--- config.mk ---
export PLATFORM = sky130hd
export DESIGN_NAME = k_way_sorted_merge
export DESIGN_NICKNAME = d
export VERILOG_FILES = /design/src/hdl/kwm_pkg.sv /design/src/hdl/k_way_sorted_merge.sv /design/src/hdl/kwm_front.sv /design/src/hdl/kwm_back.sv
export SDC_FILE = /design/constraint.sdc
export NUM_CORES = 2
export LEC_CHECK = 0
export ABC_CLOCK_PERIOD_IN_PS = 36800
export BUFFER_PORTS_ARGS = -buffer_cell sky130_fd_sc_hd__buf_4
export CORE_MARGIN = 1
export CORE_UTILIZATION = 40
export DETAILED_ROUTE_END_ITERATION = 16
export HOLD_SLACK_MARGIN = 0.15
export SYNTH_ARGS = -nofsm -noshare
export SYNTH_HDL_FRONTEND = slang
export SYNTH_SLANG_ARGS = --single-unit
--- constraint.sdc ---
create_clock -name clk -period 36.8 [get_ports clk]
set_input_delay 1.84 -clock clk [delete_from_list [all_inputs] [get_ports clk]]
set_output_delay 1.84 -clock clk [all_outputs]
set_load 0.05 [all_outputs]
--- src/hdl/kwm_pkg.sv ---
// ----------------------------------------------------------------------------
// kwm_pkg
// Shared sizes, command and result types for the k-way sorted merge.
// ----------------------------------------------------------------------------
package kwm_pkg;

	localparam int LANES      = 4;
	localparam int LANE_DEPTH = 16;

	localparam int VALUE_W = 32;
	localparam int CFG_W   = 3;
	localparam int LANE_W  = $clog2(LANES);
	localparam int FILL_W  = $clog2(LANE_DEPTH + 1);
	localparam int ADDR_W  = $clog2(LANES * LANE_DEPTH);

	localparam logic [CFG_W-1:0] CFG_RESET = CFG_W'(4);

	typedef enum logic [1:0] {
		CMD_PUSH  = 2'd0,
		CMD_DROP  = 2'd1,
		CMD_MERGE = 2'd2
	} cmd_kind_t;

	typedef struct packed {
		cmd_kind_t                  kind;
		logic [LANE_W-1:0]          lane;
		logic signed [VALUE_W-1:0]  value;
	} cmd_t;

	typedef struct packed {
		logic signed [VALUE_W-1:0]  value;
		logic [LANE_W-1:0]          lane;
		logic                       empty_res;
		logic                       last;
		logic                       overflow;
	} res_t;

endpackage

--- src/hdl/k_way_sorted_merge.sv ---
// ----------------------------------------------------------------------------
// k_way_sorted_merge
// Appends values to lane lists and merges the active lanes in sorted order.
// ----------------------------------------------------------------------------
// Input side is a queue: an item transfers when push is high and full is low.
// mode 0 appends value to lane; mode 1 merges all active lanes and emits them.
// Result side is a queue: the oldest result sits on the ports while empty is
// low and transfers when pop is high. A merge emits its values smallest first
// (lowest lane on ties), last set on the final one, or a single result with
// empty_res set when no lane holds data. overflow reports a dropped push
// (full lane or lane at or above lanes_in_use) since the previous merge.
// A two-entry command queue feeds the executing back end. A merge picks
// each result and then waits on the lane store read that refills the
// winning lane's head before the next pick. While a merge runs no command is
// taken, so full rises once the command queue holds two items.
// A full result queue holds the merge in place until pop frees an entry.
// Reset empties all lanes and queues, clears overflow and sets
// lanes_in_use to 4. Write cfg_wdata with cfg_we only while the block is idle.
// ----------------------------------------------------------------------------
module k_way_sorted_merge import kwm_pkg::*; (
	input  logic                       clk,
	input  logic                       arst_n,
	input  logic                       cfg_we,
	input  logic [CFG_W-1:0]           cfg_wdata,
	input  logic                       push,
	output logic                       full,
	input  logic                       mode,
	input  logic [LANE_W-1:0]          lane,
	input  logic signed [VALUE_W-1:0]  value,
	output logic                       empty,
	input  logic                       pop,
	output logic signed [VALUE_W-1:0]  out_value,
	output logic [LANE_W-1:0]          out_lane,
	output logic                       empty_res,
	output logic                       last,
	output logic                       overflow
);

	logic [CFG_W-1:0] lanes_q;
	logic             cmd_valid;
	logic             cmd_ready;
	cmd_t             cmd;
	res_t             res;

	always_ff @(posedge clk or negedge arst_n) begin
		if (!arst_n) begin
			lanes_q <= CFG_RESET;
		end else if (cfg_we) begin
			lanes_q <= cfg_wdata;
		end
	end

	kwm_front u_front (
		.clk          (clk),
		.arst_n       (arst_n),
		.push         (push),
		.full         (full),
		.mode         (mode),
		.lane         (lane),
		.value        (value),
		.lanes_in_use (lanes_q),
		.cmd_valid    (cmd_valid),
		.cmd_ready    (cmd_ready),
		.cmd          (cmd)
	);

	kwm_back u_back (
		.clk          (clk),
		.arst_n       (arst_n),
		.lanes_in_use (lanes_q),
		.cmd_valid    (cmd_valid),
		.cmd_ready    (cmd_ready),
		.cmd          (cmd),
		.res_empty    (empty),
		.res_pop      (pop),
		.res          (res)
	);

	assign out_value = res.value;
	assign out_lane  = res.lane;
	assign empty_res = res.empty_res;
	assign last      = res.last;
	assign overflow  = res.overflow;

endmodule

--- src/hdl/kwm_front.sv ---
// ----------------------------------------------------------------------------
// kwm_front
// Accepts input items, classifies them as push, drop or merge, and holds
// them in a two-entry command queue for the back end.
// ----------------------------------------------------------------------------
module kwm_front import kwm_pkg::*; (
	input  logic                       clk,
	input  logic                       arst_n,
	input  logic                       push,
	output logic                       full,
	input  logic                       mode,
	input  logic [LANE_W-1:0]          lane,
	input  logic signed [VALUE_W-1:0]  value,
	input  logic [CFG_W-1:0]           lanes_in_use,
	output logic                       cmd_valid,
	input  logic                       cmd_ready,
	output cmd_t                       cmd
);

	cmd_t       cmd_q [2];
	logic       wr_q;
	logic       rd_q;
	logic [1:0] cnt_q;
	cmd_t       new_cmd;
	logic       lane_ok;
	logic       do_wr;
	logic       do_rd;

	// A push only lands on a lane below both the active count and the lane total.
	always_comb begin
		lane_ok = (32'(lane) < 32'(lanes_in_use)) && (32'(lane) < 32'(LANES));
		new_cmd.lane  = lane;
		new_cmd.value = value;
		if (mode) begin
			new_cmd.kind = CMD_MERGE;
		end else if (lane_ok) begin
			new_cmd.kind = CMD_PUSH;
		end else begin
			new_cmd.kind = CMD_DROP;
		end
	end

	assign full      = (cnt_q == 2'd2);
	assign cmd_valid = (cnt_q != 2'd0);
	assign cmd       = cmd_q[rd_q];
	assign do_wr     = push && !full;
	assign do_rd     = cmd_valid && cmd_ready;

	always_ff @(posedge clk or negedge arst_n) begin
		if (!arst_n) begin
			wr_q  <= 1'b0;
			rd_q  <= 1'b0;
			cnt_q <= 2'd0;
		end else begin
			if (do_wr) begin
				wr_q <= !wr_q;
			end
			if (do_rd) begin
				rd_q <= !rd_q;
			end
			case ({do_wr, do_rd})
				2'b10:   cnt_q <= cnt_q + 2'd1;
				2'b01:   cnt_q <= cnt_q - 2'd1;
				default: cnt_q <= cnt_q;
			endcase
		end
	end

	always_ff @(posedge clk) begin
		if (do_wr) begin
			cmd_q[wr_q] <= new_cmd;
		end
	end

endmodule

--- src/hdl/kwm_back.sv ---
// ----------------------------------------------------------------------------
// kwm_back
// Executes commands: appends pushes to the lane store, runs the merge by
// repeated minimum selection over lane heads, and queues results.
// ----------------------------------------------------------------------------
module kwm_back import kwm_pkg::*; (
	input  logic              clk,
	input  logic              arst_n,
	input  logic [CFG_W-1:0]  lanes_in_use,
	input  logic              cmd_valid,
	output logic              cmd_ready,
	input  cmd_t              cmd,
	output logic              res_empty,
	input  logic              res_pop,
	output res_t              res
);

	typedef enum logic [2:0] {
		ST_IDLE = 3'b001,
		ST_PICK = 3'b010,
		ST_LOAD = 3'b100
	} state_t;

	state_t                      state_q;
	logic [FILL_W-1:0]           fill_q [LANES];
	logic [FILL_W-1:0]           ptr_q  [LANES];
	logic signed [VALUE_W-1:0]   head_q [LANES];
	logic signed [VALUE_W-1:0]   mem    [LANES * LANE_DEPTH];
	logic signed [VALUE_W-1:0]   rd_data_q;
	logic                        drop_q;
	logic                        ovf_q;
	logic [LANE_W-1:0]           win_q;

	res_t                        res_q [2];
	logic                        res_wr_q;
	logic                        res_rd_q;
	logic [1:0]                  res_cnt_q;
	logic                        res_full;
	logic                        res_push;
	res_t                        res_new;

	logic [LANES-1:0]            live;
	logic                        found;
	logic [LANE_W-1:0]           best;
	logic signed [VALUE_W-1:0]   best_val;
	logic                        others;
	logic                        last_c;
	logic [FILL_W-1:0]           ptr_next;
	logic [ADDR_W-1:0]           rd_addr;
	logic [ADDR_W-1:0]           wr_addr;
	logic                        take_cmd;
	logic                        push_ok;

	// Minimum over the live lane heads; strict less keeps the lowest lane on ties.
	always_comb begin
		found    = 1'b0;
		best     = '0;
		best_val = '0;
		for (int i = 0; i < LANES; i++) begin
			live[i] = (i < int'(lanes_in_use)) && (ptr_q[i] < fill_q[i]);
			if (live[i] && (!found || (head_q[i] < best_val))) begin
				found    = 1'b1;
				best     = LANE_W'(i);
				best_val = head_q[i];
			end
		end
		others = 1'b0;
		for (int i = 0; i < LANES; i++) begin
			if (live[i] && (LANE_W'(i) != best)) begin
				others = 1'b1;
			end
		end
		ptr_next = ptr_q[best] + FILL_W'(1);
		last_c   = !others && (ptr_next == fill_q[best]);
		rd_addr  = ADDR_W'(best) * ADDR_W'(LANE_DEPTH) + ADDR_W'(ptr_next);
		wr_addr  = ADDR_W'(cmd.lane) * ADDR_W'(LANE_DEPTH) + ADDR_W'(fill_q[cmd.lane]);
	end

	always_comb begin
		res_new.value     = found ? best_val : '0;
		res_new.lane      = found ? best : '0;
		res_new.empty_res = !found;
		res_new.last      = found ? last_c : 1'b1;
		res_new.overflow  = ovf_q;
	end

	assign res_full  = (res_cnt_q == 2'd2);
	assign res_empty = (res_cnt_q == 2'd0);
	assign res       = res_q[res_rd_q];
	assign res_push  = (state_q == ST_PICK) && !res_full;
	assign cmd_ready = (state_q == ST_IDLE);
	assign take_cmd  = cmd_valid && cmd_ready;
	assign push_ok   = take_cmd && (cmd.kind == CMD_PUSH) &&
		(fill_q[cmd.lane] != FILL_W'(LANE_DEPTH));

	always_ff @(posedge clk or negedge arst_n) begin
		if (!arst_n) begin
			state_q <= ST_IDLE;
			drop_q  <= 1'b0;
			ovf_q   <= 1'b0;
			win_q   <= '0;
			for (int i = 0; i < LANES; i++) begin
				fill_q[i] <= '0;
				ptr_q[i]  <= '0;
			end
		end else begin
			case (state_q)
				ST_IDLE: begin
					if (take_cmd) begin
						case (cmd.kind)
							CMD_PUSH: begin
								if (push_ok) begin
									fill_q[cmd.lane] <= fill_q[cmd.lane] + FILL_W'(1);
								end else begin
									drop_q <= 1'b1;
								end
							end
							CMD_DROP: drop_q <= 1'b1;
							CMD_MERGE: begin
								ovf_q   <= drop_q;
								state_q <= ST_PICK;
							end
							default: state_q <= ST_IDLE;
						endcase
					end
				end
				ST_PICK: begin
					if (res_push) begin
						if (!found || last_c) begin
							// Drain finished: empty every lane and clear the sticky flag.
							drop_q  <= 1'b0;
							state_q <= ST_IDLE;
							for (int i = 0; i < LANES; i++) begin
								fill_q[i] <= '0;
								ptr_q[i]  <= '0;
							end
						end else begin
							ptr_q[best] <= ptr_next;
							win_q       <= best;
							state_q     <= ST_LOAD;
						end
					end
				end
				ST_LOAD: state_q <= ST_PICK;
				default: state_q <= ST_IDLE;
			endcase
		end
	end

	// Lane store and head copies; the head of an empty lane is taken on push.
	always_ff @(posedge clk) begin
		rd_data_q <= mem[rd_addr];
		if (push_ok) begin
			mem[wr_addr] <= cmd.value;
			if (fill_q[cmd.lane] == '0) begin
				head_q[cmd.lane] <= cmd.value;
			end
		end
		if (state_q == ST_LOAD) begin
			head_q[win_q] <= rd_data_q;
		end
	end

	// Result queue
	always_ff @(posedge clk or negedge arst_n) begin
		if (!arst_n) begin
			res_wr_q  <= 1'b0;
			res_rd_q  <= 1'b0;
			res_cnt_q <= 2'd0;
		end else begin
			if (res_push) begin
				res_wr_q <= !res_wr_q;
			end
			if (res_pop && !res_empty) begin
				res_rd_q <= !res_rd_q;
			end
			case ({res_push, res_pop && !res_empty})
				2'b10:   res_cnt_q <= res_cnt_q + 2'd1;
				2'b01:   res_cnt_q <= res_cnt_q - 2'd1;
				default: res_cnt_q <= res_cnt_q;
			endcase
		end
	end

	always_ff @(posedge clk) begin
		if (res_push) begin
			res_q[res_wr_q] <= res_new;
		end
	end

endmodule

==> impl_metrics.py <==
metrics = {
    "final_layout": {
        "seqCellArea_mm2": 0.0718,
        "fillCellCount": 19600,
        "nets": 5115,
        "multi_input_area_mm2": 0.0231,
        "area_growth_syn_to_layout_pct": 14.0,
        "drive_gt1_share_pct": 25.8,
    },
    "timing": {
        "worst_pin_slew_ns": 1.51,
        "layout_min_cycle_time_ns": 16.48,
        "slew_headroom_pct": -0.525,
        "max_freq_ghz": 0.0607,
        "rsz0062_at_grt": "no",
        "maxSlewViolCount": 1,
        "hold_violations": 0,
        "min_period_over_period_pct": 44.8,
        "setup_tns_ns": 0,
        "fin_skew_ns": 0.0519,
        "setup_viol": 0,
    },
    "clock_network": {
        "cts_tree": "built",
        "root_buffer": "clkbuf_16",
        "htree_levels": 4,
        "numCtsBuffers": 236,
        "cts_setup_buffers": 0,
        "cts_sinks": 2412,
        "clkLatencyLatePin_ns": 0.89,
        "path_clk_slew_ns": 0.06,
        "post_cts_resized": 0,
        "max-clock-path-buffers": 3,
        "holdBufCountCts": 0,
    },
    "setup_path": {
        "cp-end-kind": "flip-flop",
        "crit_family": "compound AO/OA/AOI/OAI gates",
        "arrival_ns": 17.14,
        "path_buf_inv": 6,
        "crit_path_start_kind": "flip-flop",
        "crit_fanout": 106,
        "worst-setup-path-type": "reg2reg",
        "required_ns": 37.45,
        "crit_slowest_cell": "a2111oi_1",
        "max_stage_delay_ns": 1.05,
    },
    "synth": {
        "yosysSeqAreaShare_pct": 75.3,
        "yosys.area.top_type": "edfxtp_1",
        "yosys_warnings": 0,
        "synth_top_flop_cell": "edfxtp_1",
        "synth_fp_nets": 4865,
        "ys_types": 77,
        "synthArstFlopShare_pct": 2.40,
        "synth_edf_count": 2322,
        "synth_seq_cells": 2412,
        "syn_area_mm2": 0.0954,
        "synthCells": 4705,
        "synth.avg_cell_area_um2": 20.3,
        "synthTopCellsByArea": "edfxtp_1, mux4_2, mux2i_1, ha_1, dfrtp_1",
        "synth_top_area_share_pct": 73.1,
    },
    "worst_hold_path": {
        "hp-class": "reg2reg",
    },
    "global_routing": {
        "grt_pass1_wl_um": 359000,
        "grt_max_degree": 114,
        "gr-usage-all-layers_pct": 20.8,
        "grt_pass1_vias": 48600,
        "grt_overflow_total": 0,
        "antenna_found_initial": 15,
    },
    "detailed_routing": {
        "vias_per_cell": 5.88,
        "first_pass_iters": 6,
        "routedWlPerCell_um": 30.4,
        "routed_wl_um": 253000,
        "drt_iter0_drc": 5898,
        "vias": 48900,
        "antenna_left": 0,
        "route.detailed.drc": 0,
    },
    "placement": {
        "port_buffers": 81,
        "gp_congestion": 0.881,
        "dp_hpwl_um": 144000,
    },
    "floorplan": {
        "io_pins": 82,
        "rows": 178,
        "start_util_pct": 40.4,
        "die-width_um": 490,
        "die_h_um": 490,
        "dieArea_mm2": 0.240,
        "core_mm2": 0.236,
    },
    "outcome": {
        "violations": "max-slew violations",
        "status": "finished with violations",
    },
    "job": {
        "drv_cap": 0,
    },
}
## registers in the layout, summed over array words and instances (netlist names), 3 cells and up
| register | flops |
|---|---|
| u_back.fill_q | 20 |
| lanes_q | 3 |
| u_back.state_q | 3 |
| u_back.rd_data_q | 32 |
| u_back.head_q | 128 |
| u_front.cmd_q | 72 |
| u_back.mem | 2048 |
| u_back.res_q | 74 |
| u_back.ptr_q | 20 |
## cells in the mapped netlist, drive strengths merged (7+ instances only)
library cell	n
edfxtp	2322
mux4	508
nand2	236
nor2	181
mux2i	164
clkbuf	143
ha	117
mux2	111
buf	93
a21oi	86
o21ai	73
a22o	64
a221oi	58
dfrtp	56
o21a	35
inv	33
dfxtp	32
o221ai	31
a32oi	30
a211oi	26
nand3	25
nor3	21
nand4	20
a21o	18
and3	18
o31ai	17
xnor2	17
a31oi	14
nand2b	14
a32o	12
a22oi	11
nor2b	11
o22ai	11
and2	10
xor2	10
nand3b	7
o211ai	7
## cell families (layout without fill, tap and decap cells)
family / Yosys count / in the layout / synth area share [%]
compound gates: 532 / 532 / 4.10
mux: 783 / 783 / 15.0
buf+inv: 269 / 725 / 1.20
xor+xnor: 27 / 27 / 0.256
flops: 2412 / 2412 / 75.3
other cells: 0 / 7 / 0
simple gates: 565 / 565 / 2.60
fa+ha+maj: 117 / 117 / 1.53
## through the flow
step                      area (µm²)  hold slack, ns  cells  utilization (%)  setup slack [ns]
final                         109000           0.507   8318             46.1             20.32
after global routing          109000           0.527   8313             46.0             19.33
after CTS                     109000           0.505   8310             46.0             20.31
after detailed placement      101000           0.491   7866             42.8             20.39
after global placement        101000           0.479   7853             42.7             20.64
after floorplan                95400           0.438   4705                -             24.09
## path summary, 6_finish.rpt
path / from / end / slack, ns / depth (start not counted)
max: u_back.ptr_q[19] / u_back.rd_data_q[15] / 20.32 / 45
min reg2reg: u_back.ovf_q / u_back.res_q[0][0] / 0.51 / 0
min in group asynchronous: arst_n / u_front.wr_q / 1.05 / 1
max reg2reg: u_back.ptr_q[19] / u_back.rd_data_q[15] / 20.32 / 45
max in group asynchronous: arst_n / u_front.rd_q / 35.19 / 1
min: u_back.ovf_q / u_back.res_q[0][0] / 0.51 / 0
## routing by layer
metal | share of wire, % | wire (µm) | track usage (%) | up-vias
li1 | - | - | - | 20100
met1 | 42 | 106000 | 29.6 | 26300
met2 | 46 | 117000 | 32.3 | 2174
met3 | 8.5 | 21500 | 3.82 | 337
met4 | 3.3 | 8290 | 7.00 | 6
met5 | 0.016 | 40 | 0 | -
## final cells by class
cell class	instances	share of cell area, %
multi-input combinational	2024	21.2
antenna	7	0.0161
inverter	33	0.121
tap	3150	3.63
timing repair buffer	248	1.82
sequential	2412	66.1
clock inverter	137	1.26
clock buffer	307	5.85
## worst register-to-register path: cells and delay by family (launching register included)
| family | cells | cell delay [ns] |
|---|---|---|
| compound gates | 21 | 6.51 |
| mux | 3 | 1.01 |
| flops | 1 | 0.41 |
| xor+xnor | 1 | 0.09 |
| simple gates | 9 | 2.65 |
| buf+inv | 6 | 3.26 |
| fa+ha+maj | 5 | 2.35 |
## cells in the final DEF, fill, tap and decap left out, types with 35 or more instances in the layout
master / instances
edfxtp_1: 2322
clkinv_2: 55
o21a_1: 35
dfrtp_1: 55
o21ai_0: 70
nand2_1: 235
a221oi_1: 49
nor2_4: 68
mux2_2: 110
mux4_2: 508
buf_4: 234
mux2i_1: 163
clkinv_1: 38
nor2_1: 108
clkbuf_16: 237
a22o_1: 64
clkbuf_1: 53
a21oi_1: 86
ha_1: 116
Power is left out: the tool's default activity adds up to more than one toggle a clock period on the data nets, which glitch-free logic cannot reach.
